`src/hdl/q9sf_pkg.sv`:
```
package q9sf_pkg;

    localparam int FRAC_BITS = 14;
    localparam int IN_W      = 16;
    localparam int FW        = 18;          // factor and result width
    localparam int PW        = 2 * FW;      // full product width
    localparam int NODE_W    = 4;
    localparam int NODES     = 9;

    localparam logic [NODE_W-1:0] LAST_NODE = NODE_W'(NODES - 1);

    localparam logic signed [PW-1:0] OUT_MIN = -(PW'(65536));
    localparam logic signed [PW-1:0] OUT_MAX = PW'(65536);
    localparam logic signed [PW-1:0] RND     = PW'(1) <<< (FRAC_BITS - 1);

    // factor selector codes per dimension
    localparam logic [1:0] SEL_NEG  = 2'd0;   // node at -1
    localparam logic [1:0] SEL_POS  = 2'd1;   // node at +1
    localparam logic [1:0] SEL_MID  = 2'd2;   // node at 0

    typedef logic signed [FW-1:0] fac_t;

    typedef struct packed {
        fac_t l0;
        fac_t l1;
        fac_t l2;
        fac_t d0;
        fac_t d1;
        fac_t d2;
    } dim_t;

    typedef struct packed {
        dim_t x;
        dim_t y;
    } fset_t;

    function automatic logic [1:0] xi_sel(input logic [NODE_W-1:0] k);
        case (k)
            4'd0, 4'd3, 4'd7: xi_sel = SEL_NEG;
            4'd1, 4'd2, 4'd5: xi_sel = SEL_POS;
            default:          xi_sel = SEL_MID;
        endcase
    endfunction

    function automatic logic [1:0] eta_sel(input logic [NODE_W-1:0] k);
        case (k)
            4'd0, 4'd1, 4'd4: eta_sel = SEL_NEG;
            4'd2, 4'd3, 4'd6: eta_sel = SEL_POS;
            default:          eta_sel = SEL_MID;
        endcase
    endfunction

    function automatic fac_t pick_l(input dim_t d, input logic [1:0] s);
        case (s)
            SEL_NEG: pick_l = d.l0;
            SEL_POS: pick_l = d.l1;
            default: pick_l = d.l2;
        endcase
    endfunction

    function automatic fac_t pick_d(input dim_t d, input logic [1:0] s);
        case (s)
            SEL_NEG: pick_d = d.d0;
            SEL_POS: pick_d = d.d1;
            default: pick_d = d.d2;
        endcase
    endfunction

    // round half up to Q.F, then clamp to the result range
    function automatic fac_t rnd_sat(input logic signed [PW-1:0] p);
        logic signed [PW-1:0] r;
        r = (p + RND) >>> FRAC_BITS;
        if (r < OUT_MIN)
            rnd_sat = FW'(OUT_MIN);
        else if (r > OUT_MAX)
            rnd_sat = FW'(OUT_MAX);
        else
            rnd_sat = FW'(r);
    endfunction

endpackage

```
`src/hdl/q9sf_queue.sv`:
```
module q9sf_queue (
    input  logic            clk,
    input  logic            rst_n,
    input  logic            push_valid,
    output logic            push_ready,
    input  q9sf_pkg::fset_t push_data,
    output logic            pop_valid,
    input  logic            pop_ready,
    output q9sf_pkg::fset_t pop_data
);
    import q9sf_pkg::*;

    localparam int DEPTH = 2;

    fset_t       entry_reg [DEPTH];
    logic        wr_ptr_reg;
    logic        wr_ptr_next;
    logic        rd_ptr_reg;
    logic        rd_ptr_next;
    logic [1:0]  count_reg;
    logic [1:0]  count_next;
    logic        do_push;
    logic        do_pop;

    assign push_ready = (count_reg != 2'(DEPTH));
    assign pop_valid  = (count_reg != 2'd0);
    assign pop_data   = entry_reg[rd_ptr_reg];
    assign do_push    = push_valid && push_ready;
    assign do_pop     = pop_valid && pop_ready;

    always_comb
    begin
        wr_ptr_next = do_push ? !wr_ptr_reg : wr_ptr_reg;
        rd_ptr_next = do_pop ? !rd_ptr_reg : rd_ptr_reg;
        count_next  = count_reg;
        if (do_push && !do_pop)
            count_next = count_reg + 2'd1;
        else if (do_pop && !do_push)
            count_next = count_reg - 2'd1;
    end

    always_ff @(posedge clk or negedge rst_n)
    begin
        if (!rst_n)
        begin
            wr_ptr_reg <= 1'b0;
            rd_ptr_reg <= 1'b0;
            count_reg  <= 2'd0;
        end
        else
        begin
            wr_ptr_reg <= wr_ptr_next;
            rd_ptr_reg <= rd_ptr_next;
            count_reg  <= count_next;
        end
    end

    always_ff @(posedge clk)
    begin
        if (do_push)
            entry_reg[wr_ptr_reg] <= push_data;
    end

endmodule

```
`config.mk`:
```
export PLATFORM = sky130hd
export DESIGN_NAME = q9sf_queue
export DESIGN_NICKNAME = d
export VERILOG_FILES = /design/src/hdl/q9sf_pkg.sv /design/src/hdl/q9sf_queue.sv
export SDC_FILE = /design/constraint.sdc
export NUM_CORES = 1
export LEC_CHECK = 0
export BUFFER_PORTS_ARGS = -buffer_cell sky130_fd_sc_hd__buf_2
export CAP_MARGIN = 10
export CORE_MARGIN = 5
export CORE_UTILIZATION = 56
export DETAILED_ROUTE_END_ITERATION = 10
export GPL_TIMING_DRIVEN = 1
export PLACE_DENSITY_LB_ADDON = 0.3
export RECOVER_POWER = 50
export REMOVE_ABC_BUFFERS = 1
export SETUP_SLACK_MARGIN = 0.05
export SYNTH_ARGS = -nofsm -noshare
export SYNTH_HDL_FRONTEND = slang
export SYNTH_SLANG_ARGS = --single-unit
```
`constraint.sdc`:
```
create_clock -name clk -period 27.2 [get_ports clk]
set_input_delay 4.08 -clock clk [delete_from_list [all_inputs] [get_ports clk]]
set_output_delay 4.08 -clock clk [all_outputs]
set_load 0.02 [all_outputs]
```
==> impl_metrics.env <==
export IMPL_design_power_total_mw=2.31
export IMPL_grt_pass1_wl_um=51900
export IMPL_viasPerCell=5.20
export IMPL_synth_cell_types=15
export IMPL_ios=438
export IMPL_crit_path_end_kind="flop"
export IMPL_cts_buffers=43
export IMPL_rrSetupSlack_ps=21640
export IMPL_period_needed_ps=8630
export IMPL_grt_use_total_pct=20.7
export IMPL_routedWlPerCell_um=22.2
export IMPL_finalCritPeriodShare_pct=31.7
export IMPL_final_common_cell="edfxtp_1"
export IMPL_required_ps=27340
export IMPL_cts_sinks=436
export IMPL_start_kind="primary input"
export IMPL_reg2reg_depth=5
export IMPL_die_h_um=181
export IMPL_drt_iter0_markers=534
export IMPL_use_met3_pct=7.35
export IMPL_gr_total_overflow=0
export IMPL_post_cts_buffers=0
export IMPL_slowest_stage="nor2_1"
export IMPL_status="complete, but fails checks"
export IMPL_antenna_found_initial=12
export IMPL_netlist_instances=690
export IMPL_hold_depth=1
export IMPL_critPathKind="in2reg"
export IMPL_area_delta_synth_final_pct=22.6
export IMPL_place_gp_congestion=0.851
export IMPL_violations="max-capacitance violations, max-slew violations"
export IMPL_num_vias=8204
export IMPL_cts_max_path_buffers=3
export IMPL_cts_root_buf="clkbuf_16"
export IMPL_final_nets=1377
export IMPL_worstMarginPinSlew_ps=2970
export IMPL_r2r_end="entry_reg[0][106]"
export IMPL_seq_area_frac_synth_pct=80.2
export IMPL_power_leakage_nw=7.58
export IMPL_num_rows=62
export IMPL_crit_fanout=74
export IMPL_drv_slew=133
export IMPL_crit_top_cell="clkbuf_1"
export IMPL_grtUsageMet1_pct=24.6
export IMPL_path_cells="clkbuf_1 -> nand2_1 -> nor2_1 -> clkbuf_1 -> buf_4"
export IMPL_setup_violations=0
export IMPL_layout_common_cells="edfxtp_1, buf_2, mux2_4"
export IMPL_insertion_delay_ps=520
export IMPL_clk_pin_slew_worst_paths_ps=60
export IMPL_relSlewSlack_pct=-98.1
export IMPL_post_dp_cell_area_mm2=0.0188
export IMPL_drv_cap=3
export IMPL_yosys_warnings=0
export IMPL_ir_drop_mv=0.0927
export IMPL_drtPass1Iterations=4
export IMPL_synth_seq_cells=436
export IMPL_grt_busiest_layer="met2"
export IMPL_synth_area_per_cell_um2=23.6
export IMPL_grt_pass1_vias=8752
export IMPL_dieArea_mm2=0.0326
export IMPL_initial_core_util_pct=56.8
export IMPL_rsz0062_at_grt="false"
export IMPL_finalNonFillerCells=1578
export IMPL_fin_skew_ps=5.69
export IMPL_port_buffers=437
export IMPL_largest_register_ff_count=432
export IMPL_drive_gt1_share_pct=50.8
export IMPL_hold_viol_final=0
export IMPL_fin_setup_tns_ps=0
export IMPL_r2r_start="count_reg[0]"
export IMPL_dp_cells=1495
export IMPL_die_w_um=181
export IMPL_post_cts_resized=0
export IMPL_dp_hpwl_um=24600
export IMPL_drtAntennaViolNets=0
export IMPL_design_area_mm2=0.0200
export IMPL_syn_area_mm2=0.0163
export IMPL_core_area_mm2=0.0287
export IMPL_min_from="wr_ptr_reg"
export IMPL_cts_tree="done"
export IMPL_cpPeakStageDelay_ps=1950
export IMPL_cts_hold_buffers_added=0
export IMPL_min_path_type="reg2reg"
export IMPL_arrival_ps=8760
export IMPL_cts_max_level=2
export IMPL_grt_start_max_net_pins=81
export IMPL_route_detailed_drc=0
export IMPL_min_to="wr_ptr_reg"
export IMPL_p_per_area_mw_per_mm2=115
export IMPL_use_met2_pct=35.1
export IMPL_drt_wl_total_um=35000
export IMPL_fmax_mhz=116
[cells by family after synthesis]
family	after synthesis	share of synthesized area [%]
adder cells (fa/ha/maj)	1	0.0767
XOR/XNOR	5	0.269
buffers and inverters	25	1.37
AND/OR/NAND/NOR	7	0.207
multiplexers	216	17.9
flip-flops	436	80.2
[synth_stat cells]
cell      number  area share [%]
ha_1           1           0.077
inv_1          1           0.023
mux2_4       130              12
nand2_1        2           0.046
and3_1         1           0.038
edfxtp_1     432              80
nor2_1         2           0.046
buf_6         16             1.1
xor2_1         2            0.11
mux2_2        86             5.9
buf_2          8            0.25
xnor2_1        3            0.16
nand2b_1       1           0.038
dfrtp_1        4            0.61
or2_2          1           0.038
[metal layers]
layer,vias to the layer above,share of wire (%)
li1,3700,-
met1,4020,37
met2,408,50
met3,70,10
met4,6,2.8
met5,-,0.12
[where the power goes]
group	switching (mW)	internal [mW]	total (mW)	leakage, nW
sequential	0.0563	0.925	0.981	4.06
clock	0.226	0.316	0.543	0.621
combinational	0.461	0.323	0.784	2.90
[per-stage QoR]
stage          hold slack [ps]  setup WS [ps]  utilization (%)
2_1_floorplan              456          13280                -
3_3_place_gp               486          19900             65.6
3_5_place_dp               506          19850             65.6
4_1_cts                    523          19280             70.1
5_1_grt                    550          18220             69.6
6_report                   513          18570             69.6
[worst max-delay path, delay by kind of cell]
family	cells	cell delay, ps
buffers and inverters	3	2520
and+or+nand+nor	2	2060
[layout make-up]
type	count	area, µm²
Timing Repair Buffer	445	2100
Clock buffer	62	1210
Antenna cell	9	22.5
Multi-Input combinational cell	229	3010
Fill cell	1891	8720
Sequential cell	436	13100
Inverter	1	3.75
Clock inverter	12	77.6
Tap cell	384	480
[worst max path at each step]
stage	from	to	slack, ps	depth (start not counted)
floorplan	push_valid	entry_reg[0][0]	13280	2
global placement	rd_ptr_reg	pop_data[215]	19900	4
detailed placement	rd_ptr_reg	pop_data[13]	19850	4
CTS	rd_ptr_reg	pop_data[13]	19280	4
global route	push_valid	entry_reg[0][130]	18220	5
finish	push_valid	entry_reg[0][192]	18570	5
No activity file was read; power rests on OpenSTA's default activity.
