### src/hdl/q9sf_pkg.sv
package q9sf_pkg;

    localparam int FRAC_BITS = 14;
    localparam int IN_W      = 16;
    localparam int FW        = 18;          // factor and result width
    localparam int PW        = 2 * FW;      // full product width
    localparam int NODE_W    = 4;
    localparam int NODES     = 9;

    localparam logic [NODE_W-1:0] LAST_NODE = NODE_W'(NODES - 1);

    localparam logic signed [PW-1:0] OUT_MIN = -(PW'(65536));
    localparam logic signed [PW-1:0] OUT_MAX = PW'(65536);
    localparam logic signed [PW-1:0] RND     = PW'(1) <<< (FRAC_BITS - 1);

    // factor selector codes per dimension
    localparam logic [1:0] SEL_NEG  = 2'd0;   // node at -1
    localparam logic [1:0] SEL_POS  = 2'd1;   // node at +1
    localparam logic [1:0] SEL_MID  = 2'd2;   // node at 0

    typedef logic signed [FW-1:0] fac_t;

    typedef struct packed {
        fac_t l0;
        fac_t l1;
        fac_t l2;
        fac_t d0;
        fac_t d1;
        fac_t d2;
    } dim_t;

    typedef struct packed {
        dim_t x;
        dim_t y;
    } fset_t;

    function automatic logic [1:0] xi_sel(input logic [NODE_W-1:0] k);
        case (k)
            4'd0, 4'd3, 4'd7: xi_sel = SEL_NEG;
            4'd1, 4'd2, 4'd5: xi_sel = SEL_POS;
            default:          xi_sel = SEL_MID;
        endcase
    endfunction

    function automatic logic [1:0] eta_sel(input logic [NODE_W-1:0] k);
        case (k)
            4'd0, 4'd1, 4'd4: eta_sel = SEL_NEG;
            4'd2, 4'd3, 4'd6: eta_sel = SEL_POS;
            default:          eta_sel = SEL_MID;
        endcase
    endfunction

    function automatic fac_t pick_l(input dim_t d, input logic [1:0] s);
        case (s)
            SEL_NEG: pick_l = d.l0;
            SEL_POS: pick_l = d.l1;
            default: pick_l = d.l2;
        endcase
    endfunction

    function automatic fac_t pick_d(input dim_t d, input logic [1:0] s);
        case (s)
            SEL_NEG: pick_d = d.d0;
            SEL_POS: pick_d = d.d1;
            default: pick_d = d.d2;
        endcase
    endfunction

    // round half up to Q.F, then clamp to the result range
    function automatic fac_t rnd_sat(input logic signed [PW-1:0] p);
        logic signed [PW-1:0] r;
        r = (p + RND) >>> FRAC_BITS;
        if (r < OUT_MIN)
            rnd_sat = FW'(OUT_MIN);
        else if (r > OUT_MAX)
            rnd_sat = FW'(OUT_MAX);
        else
            rnd_sat = FW'(r);
    endfunction

endpackage

### src/hdl/q9sf_back.sv
module q9sf_back (
    input  logic                          clk,
    input  logic                          rst_n,
    input  logic                          head_valid,
    output logic                          head_pop,
    input  q9sf_pkg::fset_t               head_data,
    output logic                          out_valid,
    input  logic                          out_ready,
    output logic [q9sf_pkg::NODE_W-1:0]   out_node,
    output q9sf_pkg::fac_t                out_shape,
    output q9sf_pkg::fac_t                out_gxi,
    output q9sf_pkg::fac_t                out_geta,
    output logic                          out_last
);
    import q9sf_pkg::*;

    logic [NODE_W-1:0]    k_reg;
    logic [NODE_W-1:0]    k_next;

    // product stage
    logic                 p_valid_reg;
    logic                 p_valid_next;
    logic [NODE_W-1:0]    p_node_reg;
    logic signed [PW-1:0] p_shape_reg;
    logic signed [PW-1:0] p_gxi_reg;
    logic signed [PW-1:0] p_geta_reg;

    // output stage
    logic                 o_valid_reg;
    logic                 o_valid_next;
    logic [NODE_W-1:0]    o_node_reg;
    fac_t                 o_shape_reg;
    fac_t                 o_gxi_reg;
    fac_t                 o_geta_reg;

    logic                 o_adv;
    logic                 p_adv;
    logic                 issue;
    fac_t                 a;
    fac_t                 da;
    fac_t                 b;
    fac_t                 db;

    assign o_adv    = !o_valid_reg || out_ready;
    assign p_adv    = !p_valid_reg || o_adv;
    assign issue    = head_valid && p_adv;
    assign head_pop = issue && (k_reg == LAST_NODE);

    always_comb
    begin
        a  = pick_l(head_data.x, xi_sel(k_reg));
        da = pick_d(head_data.x, xi_sel(k_reg));
        b  = pick_l(head_data.y, eta_sel(k_reg));
        db = pick_d(head_data.y, eta_sel(k_reg));
    end

    always_comb
    begin
        k_next = k_reg;
        if (issue)
            k_next = (k_reg == LAST_NODE) ? '0 : k_reg + NODE_W'(1);
        p_valid_next = p_adv ? issue : p_valid_reg;
        o_valid_next = o_adv ? p_valid_reg : o_valid_reg;
    end

    always_ff @(posedge clk or negedge rst_n)
    begin
        if (!rst_n)
        begin
            k_reg       <= '0;
            p_valid_reg <= 1'b0;
            o_valid_reg <= 1'b0;
        end
        else
        begin
            k_reg       <= k_next;
            p_valid_reg <= p_valid_next;
            o_valid_reg <= o_valid_next;
        end
    end

    always_ff @(posedge clk)
    begin
        if (issue)
        begin
            p_node_reg  <= k_reg;
            p_shape_reg <= PW'(a) * PW'(b);
            p_gxi_reg   <= PW'(da) * PW'(b);
            p_geta_reg  <= PW'(a) * PW'(db);
        end
        if (o_adv && p_valid_reg)
        begin
            o_node_reg  <= p_node_reg;
            o_shape_reg <= rnd_sat(p_shape_reg);
            o_gxi_reg   <= rnd_sat(p_gxi_reg);
            o_geta_reg  <= rnd_sat(p_geta_reg);
        end
    end

    assign out_valid = o_valid_reg;
    assign out_node  = o_node_reg;
    assign out_shape = o_shape_reg;
    assign out_gxi   = o_gxi_reg;
    assign out_geta  = o_geta_reg;
    assign out_last  = (o_node_reg == LAST_NODE);

endmodule

### config.mk
export PLATFORM = sky130hd
export DESIGN_NAME = q9sf_back
export DESIGN_NICKNAME = d
export VERILOG_FILES = /design/src/hdl/q9sf_pkg.sv /design/src/hdl/q9sf_back.sv
export SDC_FILE = /design/constraint.sdc
export NUM_CORES = 2
export LEC_CHECK = 0
export BUFFER_PORTS_ARGS = -buffer_cell sky130_fd_sc_hd__buf_2
export CAP_MARGIN = 20
export CORE_MARGIN = 4
export CORE_UTILIZATION = 30
export CTS_CLUSTER_SIZE = 25
export DETAILED_ROUTE_END_ITERATION = 10
export SYNTH_ARGS = -nofsm -noshare
export SYNTH_HDL_FRONTEND = slang
export SYNTH_SLANG_ARGS = --single-unit
### constraint.sdc
create_clock -name clk -period 11.3 [get_ports clk]
set_input_delay 0.565 -clock clk [delete_from_list [all_inputs] [get_ports clk]]
set_output_delay 0.565 -clock clk [all_outputs]
set_load 0.1 [all_outputs]
==> flow_summary_export.csv <==
group,metric,value,unit
sta,fin_crit_sh,81.8,%
synthesis,syn_area_per_cell,9.18,um2
sta,setup_ws,2050,ps
sta,worstMarginPinSlew,1200,ps
detailed_routing,drt-total-wl,130000,um
global_routing,antenna_found_initial,8,
place,gp_congestion,0.937,
sta,max_freq,108,MHz
setup_path,path_max_fanout,38,
clock_network,worstSkewPairLatency,520,ps
global_routing,grt_max_degree,55,
sta,relSlewSlack,20.1,%
synthesis,syn_inst,4530,
setup_path,startpoint,"k_reg[1]$_DFFE_PN0P_",
detailed_routing,ant_nets,0,
sta,rsz0062_at_grt,"no",
setup_path,crit_type,"reg -> reg",
synthesis,synth_seq_cells,137,
floorplan,dieArea,145000,um2
floorplan,io-pin-count,281,
sta,final.setup.tns,0,ps
detailed_routing,vias,32056,
clock_network,ctsHoldBuffers,1,
synthesis,syn_area,41600,um2
setup_path,crit_path_end,"p_shape_reg[35]$_DFFE_PP_",
detailed_routing,vias_per_cell,4.89,
clock_network,ctsResizeCount,0,
synthesis,synth_edf_count,131,
sta,hold_violations,0,
sta,maxSlewViolCount,0,
synthesis,ys_seq_area_share,9.82,%
setup_path,r2r_slack,2050,ps
clock_network,htreeDepth,4,
clock_network,clk_pin_slew,70,ps
place,place_ws,2120,ps
setup_path,slowest_delay,930,ps
clock_network,numCtsBuffers,17,
floorplan,die_h,380,um
detailed_routing,drt_iter0_markers,2125,
run_status,status,"finished, final reports clean",
synthesis,synth_ff_type,"edfxtp_1",
layout,syn_to_final_growth,10.5,%
global_routing,grt_pass1_wl,203000,um
floorplan,rows,136,
layout,drive_gt1_share,9.74,%
global_routing,grt_usage,18.4,%
clock_network,tritoncts,"done",
detailed_routing,first_pass_iters,7,
flow_run,drv_cap,0,
global_routing,gr-total-overflow,0,
setup_path,ff2ff_path_depth,28,
place,io_buffers,280,
hold_path,hp-class,"in -> reg",
place,dpl.hpwl,106000,um
global_routing,grt_pass1_vias,34436,
setup_path,cp-end-kind,"flop",
synthesis,syn_nets,6005,
clock_network,cts_buffer_depth,2,
sta,skew,14.4,ps
floorplan,start_util,30.2,%
floorplan,core_area,138000,um2
clock_network,clockRootBuffer,"clkbuf_16",
detailed_routing,drc,0,
setup_path,slowest_stage,"o21a_1",
floorplan,die_width,380,um
synthesis,yosys_warnings,0,
clock_network,postCtsSetupRepairBufs,0,
setup_path,r2r-end,"p_shape_reg[35]$_DFFE_PP_",
synthesis,synthArstFlopShare,4.38,%
sta,setup_violations,0,
sta,fin_crit,9250,ps
setup_path,critPathRequiredTime,11560,ps
synthesis,synthDistinctLibCells,76,
clock_network,clock_sinks,137,
sta,holdWs,251,ps
layout,nets,6218,
setup_path,r2r_start,"k_reg[1]$_DFFE_PN0P_",
detailed_routing,wire_per_inst,19.8,um
setup_path,crit_arrival,9510,ps
setup_path,startpoint_type,"flop",
area by class of cell:
cell class | instances | area [um2]
fillers | 14212 | 91700
multi-input cells | 3146 | 33000
flip-flops and latches | 137 | 4080
inverters | 1065 | 4000
well taps | 1794 | 2240
repair buffers | 376 | 2130
clock buffers | 18 | 429
clock inverters | 14 | 121
diodes | 3 | 7.51
worst min-delay path by stage:
stage                     cells after the start       start                       to  slack, ps
after floorplan                               0       rst_n     k_reg[0]$_DFFE_PN0P_        270
final                                         2  head_valid  p_valid_reg$_DFFE_PN0N_        250
after global routing                          2  head_valid  p_valid_reg$_DFFE_PN0N_        230
after global placement                        1       rst_n    out_valid$_DFFE_PN0P_        400
after CTS                                     2  head_valid  p_valid_reg$_DFFE_PN0N_        200
after detailed placement                      1       rst_n     k_reg[0]$_DFFE_PN0P_        400
Yosys cell counts (4+ instances only):
cell	n	share of area (%)
ha_1	271	8.1
a21o_1	33	0.60
o31ai_1	6	0.11
xnor2_1	105	2.2
or3_1	6	0.090
o21bai_1	4	0.072
nand2_1	499	4.5
nand2b_1	14	0.21
or2_2	13	0.20
nor2b_1	18	0.27
a31oi_1	9	0.14
buf_2	5	0.060
nor2_1	625	5.6
clkbuf_1	161	1.5
nor3_1	24	0.29
and2_1	8	0.12
a221oi_1	4	0.084
o221a_2	4	0.11
and4_1	11	0.23
o211ai_1	6	0.11
inv_1	1064	9.6
nand3_1	41	0.49
o22a_1	65	1.4
edfxtp_1	131	9.5
and3_1	25	0.38
o21ai_0	58	0.70
a211oi_1	7	0.13
o21ai_1	51	0.61
fa_1	984	47
xor2_1	46	0.97
dfrtp_1	6	0.36
buf_1	14	0.13
a21oi_1	59	0.71
o21a_1	72	1.3
nand4_1	13	0.20
kinds of logic (layout without fill, tap and decap cells):
logic type,count (synthesis),count (layout),share of synthesized area (%)
AO/OA/AOI/OAI,426,426,7.26
XOR/XNOR,151,151,3.18
adder cells (fa/ha/maj),1255,1255,55.5
buffers and inverters,1247,1473,11.3
flip-flops,137,137,9.82
multiplexers,2,2,0.0481
other,0,3,0
AND/OR/NAND/NOR,1312,1312,12.9
layout by cell type (no fill, tap or decap), drive strengths merged, types with 46 or more instances in the layout:
cell type,count
nor2,625
inv,1067
fa,984
ha,271
o21ai,109
o22a,65
buf,375
edfxtp,131
xor2,46
a21oi,59
nand2,499
xnor2,105
o21a,72
critical path: cells and delay by family (launching register included):
family / cells / cell delay (ps)
adders and majority gates: 8 / 3660
AOI/OAI and AO/OA: 11 / 3570
and+or+nand+nor: 3 / 730
buffers and inverters: 5 / 490
DFF: 1 / 410
xor gates and xnor gates: 1 / 90
layer usage:
metal  part of all wire (%)  wire [um]  vias up  global-route usage [%]
met1                     41      52800    16531                    23.9
met2                     48      61900     1272                    30.5
li1                       -          -    14021                       -
met5                  0.010         13        -                       0
met4                    3.5       4560        2                    6.34
met3                    8.0      10400      230                    3.68
through the flow:
stage	util [%]	cell area (um2)	std cells
after floorplan	-	41600	4530
after global placement	33.0	45400	6512
after detailed placement	33.0	45400	6514
after CTS	33.4	46000	6547
after global routing	33.4	46000	6550
final	33.4	46000	6553
Power is left out: the tool's default activity adds up to more than one toggle a clock period on the data nets, which glitch-free logic cannot reach.
