### config.mk
export PLATFORM = sky130hd
export DESIGN_NAME = q9sf_front
export DESIGN_NICKNAME = d
export VERILOG_FILES = /design/src/hdl/q9sf_pkg.sv /design/src/hdl/q9sf_front.sv
export SDC_FILE = /design/constraint.sdc
export NUM_CORES = 2
export LEC_CHECK = 0
export ABC_AREA = 1
export BUFFER_PORTS_ARGS = -buffer_cell sky130_fd_sc_hd__buf_2
export CAP_MARGIN = 10
export CORE_UTILIZATION = 50
export DETAILED_ROUTE_END_ITERATION = 12
export PLACE_DENSITY_LB_ADDON = 0.1
export SLEW_MARGIN = 20
export SYNTH_ARGS = -nofsm -noshare
export SYNTH_HDL_FRONTEND = slang
export SYNTH_SLANG_ARGS = --single-unit
### constraint.sdc
create_clock -name clk -period 24.5 [get_ports clk]
set_input_delay 4.9 -clock clk [delete_from_list [all_inputs] [get_ports clk]]
set_output_delay 4.9 -clock clk [all_outputs]
set_load 0.01 [all_outputs]
### src/hdl/q9sf_pkg.sv
package q9sf_pkg;

    localparam int FRAC_BITS = 14;
    localparam int IN_W      = 16;
    localparam int FW        = 18;          // factor and result width
    localparam int PW        = 2 * FW;      // full product width
    localparam int NODE_W    = 4;
    localparam int NODES     = 9;

    localparam logic [NODE_W-1:0] LAST_NODE = NODE_W'(NODES - 1);

    localparam logic signed [PW-1:0] OUT_MIN = -(PW'(65536));
    localparam logic signed [PW-1:0] OUT_MAX = PW'(65536);
    localparam logic signed [PW-1:0] RND     = PW'(1) <<< (FRAC_BITS - 1);

    // factor selector codes per dimension
    localparam logic [1:0] SEL_NEG  = 2'd0;   // node at -1
    localparam logic [1:0] SEL_POS  = 2'd1;   // node at +1
    localparam logic [1:0] SEL_MID  = 2'd2;   // node at 0

    typedef logic signed [FW-1:0] fac_t;

    typedef struct packed {
        fac_t l0;
        fac_t l1;
        fac_t l2;
        fac_t d0;
        fac_t d1;
        fac_t d2;
    } dim_t;

    typedef struct packed {
        dim_t x;
        dim_t y;
    } fset_t;

    function automatic logic [1:0] xi_sel(input logic [NODE_W-1:0] k);
        case (k)
            4'd0, 4'd3, 4'd7: xi_sel = SEL_NEG;
            4'd1, 4'd2, 4'd5: xi_sel = SEL_POS;
            default:          xi_sel = SEL_MID;
        endcase
    endfunction

    function automatic logic [1:0] eta_sel(input logic [NODE_W-1:0] k);
        case (k)
            4'd0, 4'd1, 4'd4: eta_sel = SEL_NEG;
            4'd2, 4'd3, 4'd6: eta_sel = SEL_POS;
            default:          eta_sel = SEL_MID;
        endcase
    endfunction

    function automatic fac_t pick_l(input dim_t d, input logic [1:0] s);
        case (s)
            SEL_NEG: pick_l = d.l0;
            SEL_POS: pick_l = d.l1;
            default: pick_l = d.l2;
        endcase
    endfunction

    function automatic fac_t pick_d(input dim_t d, input logic [1:0] s);
        case (s)
            SEL_NEG: pick_d = d.d0;
            SEL_POS: pick_d = d.d1;
            default: pick_d = d.d2;
        endcase
    endfunction

    // round half up to Q.F, then clamp to the result range
    function automatic fac_t rnd_sat(input logic signed [PW-1:0] p);
        logic signed [PW-1:0] r;
        r = (p + RND) >>> FRAC_BITS;
        if (r < OUT_MIN)
            rnd_sat = FW'(OUT_MIN);
        else if (r > OUT_MAX)
            rnd_sat = FW'(OUT_MAX);
        else
            rnd_sat = FW'(r);
    endfunction

endpackage

### src/hdl/q9sf_front.sv
module q9sf_front (
    input  logic                        clk,
    input  logic                        rst_n,
    input  logic                        in_valid,
    output logic                        in_ready,
    input  logic [2*q9sf_pkg::IN_W-1:0] in_data,
    output logic                        push_valid,
    input  logic                        push_ready,
    output q9sf_pkg::fset_t             push_data
);
    import q9sf_pkg::*;

    localparam int MW = 34;
    localparam logic signed [MW-1:0] ONE_M   = MW'(1) <<< FRAC_BITS;
    localparam logic signed [MW-1:0] ONE_SQ  = MW'(1) <<< (2 * FRAC_BITS);
    localparam logic signed [MW-1:0] RND_L   = MW'(1) <<< FRAC_BITS;
    localparam logic signed [MW-1:0] RND_M   = MW'(1) <<< (FRAC_BITS - 1);
    localparam logic signed [FW-1:0] HALF_F  = FW'(1) <<< (FRAC_BITS - 1);

    logic                   f_valid_reg;
    logic                   f_valid_next;
    logic signed [IN_W-1:0] xi_reg;
    logic signed [IN_W-1:0] eta_reg;

    function automatic dim_t calc_dim(input logic signed [IN_W-1:0] t);
        logic signed [MW-1:0] te;
        logic signed [MW-1:0] pneg;
        logic signed [MW-1:0] ppos;
        logic signed [MW-1:0] pmid;
        logic signed [FW-1:0] tf;
        dim_t                 d;
        te   = MW'(t);
        tf   = FW'(t);
        pneg = (te * (te - ONE_M) + RND_L) >>> (FRAC_BITS + 1);
        ppos = (te * (te + ONE_M) + RND_L) >>> (FRAC_BITS + 1);
        pmid = (ONE_SQ - te * te + RND_M) >>> FRAC_BITS;
        d.l0 = FW'(pneg);
        d.l1 = FW'(ppos);
        d.l2 = FW'(pmid);
        d.d0 = tf - HALF_F;
        d.d1 = tf + HALF_F;
        d.d2 = -(tf <<< 1);
        calc_dim = d;
    endfunction

    assign in_ready   = !f_valid_reg || push_ready;
    assign push_valid = f_valid_reg;

    always_comb
    begin
        push_data.x = calc_dim(xi_reg);
        push_data.y = calc_dim(eta_reg);
    end

    always_comb
    begin
        f_valid_next = f_valid_reg;
        if (in_valid && in_ready)
            f_valid_next = 1'b1;
        else if (push_ready)
            f_valid_next = 1'b0;
    end

    always_ff @(posedge clk or negedge rst_n)
    begin
        if (!rst_n)
            f_valid_reg <= 1'b0;
        else
            f_valid_reg <= f_valid_next;
    end

    always_ff @(posedge clk)
    begin
        if (in_valid && in_ready)
        begin
            xi_reg  <= in_data[IN_W-1:0];
            eta_reg <= in_data[2*IN_W-1:IN_W];
        end
    end

endmodule

==> parameters.txt <==
Parameter                              Value

Synthesis
  Proportion of synthesized flip-flops having asynchronous set or reset ... around 3.0%
  Count of flip-flops with a built-in enable after synthesis ... 32
  Sequential area share after synthesis ... 1.91%
  Leading cell types by total area after synthesis ... sky130_fd_sc_hd__fa_1, sky130_fd_sc_hd__inv_1, sky130_fd_sc_hd__ha_1
  Primary flip-flop cell chosen by synthesis mapping ... sky130_fd_sc_hd__edfxtp_1
  Instance count of the mapped netlist ... roughly 6500
  Number of warning messages in the yosys log ... 0
  Cell Area, Synth ... ~52000 sq um
  Area share of the largest cell type after synthesis ... between 40% and 50%
  Count of different cell masters after synthesis ... 45
  Mean instance size in the synthesized netlist ... 7.96 sq um
  Post-synthesis register bit count ... 33
  Yosys top cell by area ... sky130_fd_sc_hd__fa_1

Cells and area
  Fraction of layout cells with a size suffix above 1 ... between 5 and 6%
  Net count, final ... 8377
  Filler Cell Count ... ~10000
  Post-layout instance area ... roughly 54000 sq um
  Synth-to-Final Area Change ... 5.08%
  Utilization of the core after routing ... 53.1%

GRT
  Maximum number of pins on one net before global-route repair ... 33
  Vias in the first global route ... ~41000
  Initial antenna violation count ... 4
  Wire length of the first global-routing pass ... 237 mm
  Aggregate global-route resource usage ... a little under a third
  Overflow after GRT ... 0

Die
  Full die area ... 104000 sq um
  Initial Utilization ... between 50 and 60%
  Placement Rows ... 117
  Chip Width ... approximately 320 um
  Total I/O pin count ... ~250
  Core Box Area ... ~100000 sq um
  Floorplan die height ... approximately 320 um

Worst hold path
  Number of instances on the worst hold path ... 2
  Worst Hold End ... push_valid
  Worst min-delay path startpoint ... push_valid
  Path category of the worst min-delay check ... flip-flop to flip-flop

Placement
  Number of buffers added on ports ... 251
  Final estimated routing congestion in global placement ... 1.01
  Worst setup timing slack at the placement stage ... 11810 ps
  Placed standard-cell area ... roughly 54000 sq um
  Detailed Place HPWL ... 138 mm

Clock network
  Post CTS Setup Buffer Count ... 0
  Number of sinks driven by the clock tree ... 33
  Clock H-tree levels ... 2
  Count of cells resized by post-cts repair ... 0
  Number of hold buffers added after CTS ... 0
  Register clock-pin slew on the reported worst setup and hold paths ... 90 ps
  Clock tree root buffer cell ... sky130_fd_sc_hd__clkbuf_16
  CTS Buf Count ... 5
  Max Root-Sink Buffers ... 2
  Clock network latency to the later pin of the worst-skew pair ... 370 ps
  Clock tree from TritonCTS ... done

Worst setup path
  Req. time, crit path ... slightly below 20000 ps
  Critical path arrival ... 8330 ps
  Slack of the worst reg-to-reg path ... 22870 ps
  Slowest cell delay on critical path ... a little over 1000 ps
  Reg2Reg Launch Point ... push_valid
  Crit path capture type ... output port
  Type of the setup path with the least slack ... flip-flop to output port
  CP Launch Type ... flip-flop
  Slowest CP cell ... sky130_fd_sc_hd__ha_1
  Terminus of the critical flop-to-flop path ... eta_reg[15]
  Worst reg-to-reg path cell count ... 2
  Max FO, Critical Path ... 28

Flow run
  Max-cap viol count ... 0

Timing
  Pins over their slew limit ... 0
  Highest clock frequency the design can meet ... 0.0756 GHz
  Number of hold violations in the final report ... 0
  Final critical-path required period ... between 10000 and 15000 ps
  Setup TNS ... 0 ps
  Worst-margin pin slew ... 1150 ps
  Worst-case headroom to the max-slew limit ... a little under a quarter
  Setup repair after global routing missed its margin ... no
  Minimum setup slack in the final design ... between 10000 and 15000 ps
  Number of setup violations in the final report ... 0
  Fraction of the cycle the final worst path needs ... 54.0%
  Worst clock skew ... approximately 19 ps

Routing
  Total via count in the routed design ... 39924
  Detail-routed via count per cell ... roughly 5.0
  # DRC ... 0
  Iteration-0 DRC Markers ... between 3000 and 4000
  Drt total wl ... 153 mm
  Antenna violation net count after detailed routing ... 0
  WL/cell ... roughly 19 um
  DR pass1 iterations ... 6

Run status
  Result of the run ... complete, no violations
cell usage in the layout, fill, tap and decap left out, types with 34 or more instances in the layout:
cell type | netlist | layout
sky130_fd_sc_hd__ha_1 | 483 | 483
sky130_fd_sc_hd__buf_4 | 63 | 37
sky130_fd_sc_hd__nand2_1 | 1325 | 1325
sky130_fd_sc_hd__nand3_1 | 191 | 191
sky130_fd_sc_hd__o21bai_1 | 44 | 44
sky130_fd_sc_hd__xnor2_1 | 34 | 34
sky130_fd_sc_hd__nor2_1 | 316 | 316
sky130_fd_sc_hd__a21oi_1 | 164 | 163
sky130_fd_sc_hd__xor2_1 | 107 | 107
sky130_fd_sc_hd__buf_2 | 20 | 251
sky130_fd_sc_hd__nand4_1 | 53 | 53
sky130_fd_sc_hd__o21ai_0 | 73 | 73
sky130_fd_sc_hd__inv_1 | 2141 | 2141
sky130_fd_sc_hd__fa_1 | 1225 | 1225
layer usage:
layer	part of all wire, %	track usage, %
met1	48	46.6
met2	39	41.5
met3	12	11.9
met4	1.3	4.12
met5	0.076	0.694
synth_stat cells (all sizes together), types with 4 or more instances:
cell / instances
o21ai: 76
clkinv: 4
nand3: 196
nand2: 1339
o21bai: 44
or2: 11
nand3b: 10
a21o: 17
buf: 95
fa: 1225
xnor2: 34
a21oi: 164
nor4: 11
and2: 5
edfxtp: 32
nor2: 326
ha: 483
inv: 2148
xor2: 107
nand4: 53
nor3: 33
clkbuf: 48
cells by family after synthesis:
kind of cell | count (synthesis) | share of synthesized area [%]
flip-flops | 33 | 1.91
AO/OA/AOI/OAI | 310 | 3.36
adder cells (fa/ha/maj) | 1708 | 59.3
buffers and inverters | 2295 | 17.2
AND/OR/NAND/NOR | 1988 | 15.8
XOR/XNOR | 141 | 2.40
other | 1 | 0.00728
how the worst max path moves through the flow:
stage | from | endpoint | slack (ps) | cells past startpoint
floorplan | xi_reg[15] | push_data[207] | 13100 | 27
global placement | xi_reg[15] | push_data[205] | 12030 | 25
detailed placement | xi_reg[15] | push_data[205] | 11810 | 26
CTS | xi_reg[15] | push_data[205] | 11360 | 26
global route | xi_reg[15] | push_data[209] | 10690 | 25
finish | xi_reg[15] | push_data[209] | 11270 | 25
area by class of cell:
type	count	area, sq um	area share (%)
antenna	2	5.00	0.00924
tap	1368	1710	3.16
multi-input combinational	4153	41700	77.0
inverter	2152	8080	14.9
sequential	33	986	1.82
timing repair buffer	288	1530	2.83
clock buffer	8	136	0.252
worst max-delay path: cells and delay by family (launching register included):
family / cells / cell delay [ps]
adders and majority gates: 8 / 4270
buffers and inverters: 10 / 2010
and+or+nand+nor: 5 / 790
AOI/OAI and AO/OA: 2 / 540
DFF: 1 / 330
stage by stage:
stage          hold WS (ps)  instances
3_3_place_gp            558       7994
6_report                584       8004
5_1_grt                 641       8002
2_1_floorplan           609       6481
4_1_cts                 588       8002
3_5_place_dp            569       7994
Power is left out: the tool's default activity adds up to more than one toggle a clock period on the data nets, which glitch-free logic cannot reach.
